**config.mk**
```make
export PLATFORM = sky130hd
export DESIGN_NAME = prefixed_number_text_parser
export DESIGN_NICKNAME = d
export VERILOG_FILES = /design/src/hw/rtl/pnp_pkg.sv /design/src/hw/rtl/prefixed_number_text_parser.sv /design/src/hw/rtl/pnp_char_step.sv /design/src/hw/rtl/pnp_out_reg.sv
export SDC_FILE = /design/constraint.sdc
export NUM_CORES = 1
export LEC_CHECK = 0
export BUFFER_PORTS_ARGS = -buffer_cell sky130_fd_sc_hd__buf_2
export CAP_MARGIN = 0
export CORE_MARGIN = 5
export CORE_UTILIZATION = 60
export CTS_CLUSTER_DIAMETER = 100
export DETAILED_ROUTE_END_ITERATION = 10
export GPL_TIMING_DRIVEN = 0
export PLACE_DENSITY_LB_ADDON = 0.2
export SETUP_SLACK_MARGIN = 0.2
export SYNTH_ARGS = -nofsm -noshare
export SYNTH_HDL_FRONTEND = slang
export SYNTH_SLANG_ARGS = --single-unit
```
**constraint.sdc**
```tcl
create_clock -name clk -period 7.8 [get_ports clk]
set_clock_uncertainty 0.15 [all_clocks]
set_input_delay 0.39 -clock clk [delete_from_list [all_inputs] [get_ports clk]]
set_output_delay 0.39 -clock clk [all_outputs]
set_load 0.02 [all_outputs]
```
**src/hw/rtl/pnp_pkg.sv**
```systemverilog
package pnp_pkg;

	localparam logic [7:0] CH_ZERO   = 8'h30;
	localparam logic [7:0] CH_BSLASH = 8'h5C;
	localparam logic [7:0] CH_TICK   = 8'h60;
	localparam logic [7:0] CH_LO_X   = 8'h78;
	localparam logic [7:0] CH_UP_X   = 8'h58;
	localparam logic [7:0] CH_LO_N   = 8'h6E;
	localparam logic [7:0] CH_UP_N   = 8'h4E;

	localparam logic [63:0] ALL_ONES = '1;

	typedef enum logic [1:0] {
		PH_START = 2'd0,
		PH_HELD  = 2'd1,
		PH_BODY  = 2'd2
	} phase_t;

	typedef struct packed {
		phase_t      phase;
		logic        held_zero;
		logic        decimal_mode;
		logic [63:0] accum;
		logic        bad;
		logic        ovf;
		logic        digit_seen;
	} parse_state_t;

	typedef struct packed {
		logic        ok;
		logic [63:0] value;
		logic        was_decimal;
	} parse_result_t;

	localparam parse_state_t STATE_CLEAR = '{
		phase: PH_START, held_zero: 1'b0, decimal_mode: 1'b0, accum: 64'd0,
		bad: 1'b0, ovf: 1'b0, digit_seen: 1'b0
	};

	// {valid, value}
	function automatic logic [4:0] digit_of(input logic [7:0] c, input logic dec);
		logic [4:0] r;
		r = '0;
		if (c inside {[8'h30:8'h39]})
			r = {1'b1, c[3:0]};
		else if (!dec && (c inside {[8'h61:8'h66], [8'h41:8'h46]}))
			r = {1'b1, c[3:0] + 4'd9};
		return r;
	endfunction

	function automatic parse_state_t body_step(input parse_state_t s, input logic [7:0] c);
		parse_state_t r;
		logic [4:0]   dg;
		logic [67:0]  dec_sum;
		r  = s;
		dg = digit_of(c, s.decimal_mode);
		// accum * 10 + d as two shifts and two adds
		dec_sum = {1'b0, s.accum, 3'b000} + {3'b000, s.accum, 1'b0} + {64'd0, dg[3:0]};
		if (c != CH_TICK) begin
			if (!dg[4]) begin
				r.bad = 1'b1;
			end else begin
				r.digit_seen = 1'b1;
				if (!s.ovf) begin
					if (s.decimal_mode) begin
						if (dec_sum[67:64] != 4'd0)
							r.ovf = 1'b1;
						else
							r.accum = dec_sum[63:0];
					end else begin
						if (s.accum[63:60] != 4'd0)
							r.ovf = 1'b1;
						else
							r.accum = {s.accum[59:0], dg[3:0]};
					end
				end
			end
		end
		return r;
	endfunction

endpackage

```
**src/hw/rtl/prefixed_number_text_parser.sv**
```systemverilog
// A tlast beat is registered at the input, then its result in the output register.
// Throughput: one character per cycle, but a final character waits while an untaken
// result is held; the per-character accumulate (x10 or x16 plus digit, with overflow
// check) is combinational on the parse state register. Reset (arst_n low,
// asynchronous): parse state cleared, width_mode = 0 (64-bit), no result pending.
module prefixed_number_text_parser import pnp_pkg::*; (
	input  logic        clk,
	input  logic        arst_n,
	input  logic        cfg_valid,
	output logic        cfg_ready,
	input  logic        cfg_data,       // width_mode
	input  logic        s_axis_tvalid,
	output logic        s_axis_tready,
	input  logic [7:0]  s_axis_tdata,   // [7:0] text_char
	input  logic        s_axis_tlast,   // last_char
	output logic        m_axis_tvalid,
	input  logic        m_axis_tready,
	output logic [63:0] m_axis_tdata,   // [63:0] value
	output logic [1:0]  m_axis_tuser    // [0] ok, [1] was_decimal
);

	logic          width_mode_q;
	logic          valid_s1;
	logic [7:0]    char_s1;
	logic          last_s1;
	parse_state_t  state_q;
	parse_state_t  state_nxt;
	parse_result_t res;
	logic          out_can_load;
	logic          adv;

	assign cfg_ready = 1'b1;

	// a non-final character never waits on the output side
	assign adv           = valid_s1 && (!last_s1 || out_can_load);
	assign s_axis_tready = !valid_s1 || adv;

	always_ff @(posedge clk or negedge arst_n) begin
		if (!arst_n) begin
			width_mode_q <= 1'b0;
			valid_s1     <= 1'b0;
			state_q      <= STATE_CLEAR;
		end else begin
			if (cfg_valid)
				width_mode_q <= cfg_data;
			if (s_axis_tready)
				valid_s1 <= s_axis_tvalid;
			if (adv)
				state_q <= state_nxt;
		end
	end

	always_ff @(posedge clk) begin
		if (s_axis_tvalid && s_axis_tready) begin
			char_s1 <= s_axis_tdata;
			last_s1 <= s_axis_tlast;
		end
	end

	pnp_char_step u_step (
		.cur        (state_q),
		.text_char  (char_s1),
		.last_char  (last_s1),
		.width_mode (width_mode_q),
		.nxt        (state_nxt),
		.res        (res)
	);

	pnp_out_reg u_out (
		.clk           (clk),
		.arst_n        (arst_n),
		.load          (adv && last_s1),
		.res           (res),
		.can_load      (out_can_load),
		.m_axis_tvalid (m_axis_tvalid),
		.m_axis_tready (m_axis_tready),
		.m_axis_tdata  (m_axis_tdata),
		.m_axis_tuser  (m_axis_tuser)
	);

endmodule

```
**src/hw/rtl/pnp_char_step.sv**
```systemverilog
module pnp_char_step import pnp_pkg::*; (
	input  parse_state_t  cur,
	input  logic [7:0]    text_char,
	input  logic          last_char,
	input  logic          width_mode,
	output parse_state_t  nxt,
	output parse_result_t res
);

	logic         is_x;
	logic         is_n;
	logic         do_body;
	parse_state_t base;
	parse_state_t upd;

	assign is_x = (text_char == CH_LO_X) || (text_char == CH_UP_X);
	assign is_n = (text_char == CH_LO_N) || (text_char == CH_UP_N);

	always_comb begin
		base    = cur;
		upd     = cur;
		do_body = 1'b0;
		case (cur.phase)
			PH_START: begin
				if (is_x || is_n) begin
					upd.decimal_mode = is_n;
					upd.phase        = PH_BODY;
				end else if (((text_char == CH_ZERO) || (text_char == CH_BSLASH))
						&& !last_char) begin
					upd.held_zero = (text_char == CH_ZERO);
					upd.phase     = PH_HELD;
				end else begin
					do_body = 1'b1;
				end
			end
			PH_HELD: begin
				upd.phase = PH_BODY;
				if (is_x || is_n) begin
					upd.decimal_mode = is_n;
				end else begin
					// held '0' is a zero digit on an empty accumulator, '\' is bad
					base.digit_seen = cur.digit_seen | cur.held_zero;
					base.bad        = cur.bad | ~cur.held_zero;
					do_body         = 1'b1;
				end
			end
			default: do_body = 1'b1;
		endcase
		base.phase = PH_BODY;
		if (do_body)
			upd = body_step(base, text_char);
	end

	always_comb begin
		res.ok          = !upd.bad && upd.digit_seen;
		res.value       = upd.accum;
		res.was_decimal = upd.decimal_mode;
		if (!width_mode) begin
			if (upd.ovf) begin
				if (upd.decimal_mode)
					res.ok = 1'b0;
				else
					res.value = ALL_ONES;
			end
		end else if (upd.ovf || (upd.accum[63:31] != 33'd0)) begin
			res.ok = 1'b0;
		end
		if (!res.ok)
			res.value = '0;
		nxt = last_char ? STATE_CLEAR : upd;
	end

endmodule

```
**src/hw/rtl/pnp_out_reg.sv**
```systemverilog
module pnp_out_reg import pnp_pkg::*; (
	input  logic          clk,
	input  logic          arst_n,
	input  logic          load,
	input  parse_result_t res,
	output logic          can_load,
	output logic          m_axis_tvalid,
	input  logic          m_axis_tready,
	output logic [63:0]   m_axis_tdata,
	output logic [1:0]    m_axis_tuser
);

	logic          valid_q;
	parse_result_t res_q;

	assign can_load = !valid_q || m_axis_tready;

	always_ff @(posedge clk or negedge arst_n) begin
		if (!arst_n) begin
			valid_q <= 1'b0;
		end else if (can_load) begin
			valid_q <= load;
		end
	end

	always_ff @(posedge clk) begin
		if (can_load && load)
			res_q <= res;
	end

	assign m_axis_tvalid = valid_q;
	assign m_axis_tdata  = res_q.value;
	assign m_axis_tuser  = {res_q.was_decimal, res_q.ok};

endmodule

```
==> flow_summary.toml <==
[min_path]
whs_path_depth = 1
hold_class = "in2reg"

[pwr]
ir_worst_vdd_uv = 155
leakage_nw = 6.16
powerDensity_nw_per_um2 = 142

[detailed_routing]
post_drt_wl_per_cell_um = 23.6
drtAntennaViolNets = 0
firstDrtPassIters = 6
drc_errors = 0
vias = 13928
viasPerCell = 6.93
drt-total-wl_um = 47600
drtIter0Drc = 1500

[yosys]
synth-xor-area-share = 0.0419
synthSimpleGateAreaFrac = 0.167
synth-edff-count = 75
synthesis.nets = 1746
yosysMostFrequentCell = "o21ai_0"
synth-compound-area-share = 0.297
async_flop_share = 0.497
synth_fa_ha_area_frac = 0.126
ys_top_cells_by_area = "edfxtp_1, dfrtp_1, ha_1"
ys_seq_elements = 149
yosysWarnings = 0
ys_seq_area_frac = 0.307
synth_top_family_by_area = "compound AO/OA/AOI/OAI gates"
synth_ff_type = "edfxtp_1"
yosysUniqueCellTypes = 93
synth_area_leader_cell = "edfxtp_1"
synth_top_area_frac = 0.168
netlist_top_cells_count = "o21ai_0, nand2_1, a21oi_1, ha_1, nor2_1"
synth.avg_cell_area_um2 = 8.37
synthCells = 1598
synth_mux_area_frac = 0.0199
synth_area_um2 = 13400

[floorplan]
coreArea_um2 = 21900
die_x_um = 159
rows = 54
die_area_um2 = 25400
io-pin-count = 84
die_y_um = 159
start_util = 0.611

[clocking]
clk_latency_ns = 0.43
root_buffer = "clkbuf_16"
cts_tree = "yes"
cts_buffer_depth = 2
cts_buffers = 17
clk_pin_slew_ns = 0.07
cts_num_sinks = 149
cts_htree_levels = 4

[placed_design]
numPortBuffers = 82
gp_congestion = 1.06
hpwl_um = 36800

[setup_path]
arrival_ns = 7.53
critical_path_required_ns = 7.93
reg2reg_depth = 27
cpMostUsedCell = "ha_1"
path_delay_family = "compound AO/OA/AOI/OAI gates"
path_depth = 27
path_max_fanout = 10
endpoint_kind = "register"
crit_buf_inv = 5
critPathKind = "reg2reg"
cpMaxStageDelayCell = "a21boi_1"
slowest_delay_ns = 0.60
reg2reg_setup_slack_ns = 0.39
start_kind = "register"

[cells_and_area]
layout.nets = 1866
area_growth_pct = 12.5
drive_gt1_frac = 0.137
diodes = 0

[timing]
period_share = 0.949
report.final.slew_viol_count = 0
worst-slew-pin-transition_ns = 1.14
slew_headroom = 0.231
finalHoldViolCount = 0
setup_tns_ns = 0
holdWs_ns = 0.0135
fmax_ghz = 0.135
finalSetupViolCount = 0
rsz0062_at_grt = "true"
period_minus_slack_ns = 7.41

[global_routing]
grt_max_degree = 71
grt_pass1_vias = 13290
antenna_found_initial = 0
overflow = 0
track_usage = 0.359
grt_pass1_wl_um = 73900

[status]
outcome = "complete, no violations"

[run]
drv_cap = 0
[cell usage in the layout, fill, tap and decap left out, types with 12 or more instances in the layout]
cell type	n
o21ai_0	204
edfxtp_1	75
buf_2	94
xnor2_1	29
clkbuf_16	17
nand4_1	29
mux2i_1	15
a22oi_1	21
nand2_1	189
a21oi_1	181
buf_1	13
dfrtp_1	74
ha_1	131
a211oi_1	13
inv_1	23
nor2_1	102
or3_1	12
xor2_1	30
nand3_1	52
clkbuf_1	51
nor3_1	19
a21o_1	12
a21oi_2	33
a31oi_1	18
o211ai_1	18
o22ai_1	29
[power by group]
| group | total (mW) | internal (mW) | switching (mW) |
|---|---|---|---|
| clock | 0.819 | 0.451 | 0.368 |
| sequential | 0.928 | 0.865 | 0.0627 |
| combinational | 0.391 | 0.126 | 0.265 |
| total | 2.14 | 1.44 | 0.696 |
[cell families (layout without fill, tap and decap cells)]
logic type / count (synthesis) / in the layout
other: 1 / 1
adder cells (fa/ha/maj): 133 / 133
XOR/XNOR: 61 / 61
flip-flops: 149 / 149
AO/OA/AOI/OAI: 640 / 641
multiplexers: 25 / 25
buffers and inverters: 120 / 252
AND/OR/NAND/NOR: 469 / 469
[timing repair]
| item | CTS | global route |
|---|---|---|
| hold buffers | 9 | 0 |
| endpoints found under the hold margin | 82 | 0 |
| resized for setup | 7 | 21 |
| cloned | 0 | 1 |
| pin swaps | 0 | 3 |
| buffers inserted | 0 | 7 |
| endpoints found under the setup margin | 63 | 75 |
[per-layer routing]
layer	wire (um)	track usage	up-vias
met5	0	0	-
met4	2870	0.168	0
met3	4390	0.0779	202
met2	21900	0.587	841
met1	18300	0.454	6579
li1	-	-	6306
[state kept, by name, indices dropped and copies added (netlist names)]
name and flops:
u_out.m_axis_tvalid 1, char_s1 8, u_out.m_axis_tdata 64, u_out.m_axis_tuser 2, width_mode_q 1, valid_s1 1
state_q 71, last_s1 1
[layout make-up]
type | count | area, um2
multi-input cells | 1330 | 8830
fillers | 1861 | 6860
flip-flops and latches | 149 | 4100
repair buffers | 100 | 616
plain buffers | 95 | 465
clock buffers | 18 | 429
well taps | 280 | 350
clock inverters | 14 | 144
inverters | 25 | 93.8
[path summary, 6_finish.rpt]
kind	start	endpoint
min in group asynchronous	arst_n	state_q[63]
hold reg to reg	state_q[0]	state_q[0]
setup reg to reg	char_s1[0]	u_out.m_axis_tdata[29]
setup / recovery	char_s1[0]	u_out.m_axis_tdata[29]
max in group asynchronous	arst_n	state_q[8]
hold / removal	s_axis_tdata[6]	char_s1[6]
[through the flow]
step                      power, mW  worst slack [ns]   util  std cells  area (um2)
after floorplan                1.17              1.54      -       1598       13400
after global placement         1.30           -0.0219  0.645       1960       14100
after detailed placement       1.31           -0.0526  0.648       1962       14200
after CTS                      2.11             0.215  0.679       2003       14900
after global routing           2.20             0.169  0.687       2011       15000
final                          2.14             0.395  0.687       2011       15000
No activity file was read; power rests on OpenSTA's default activity.
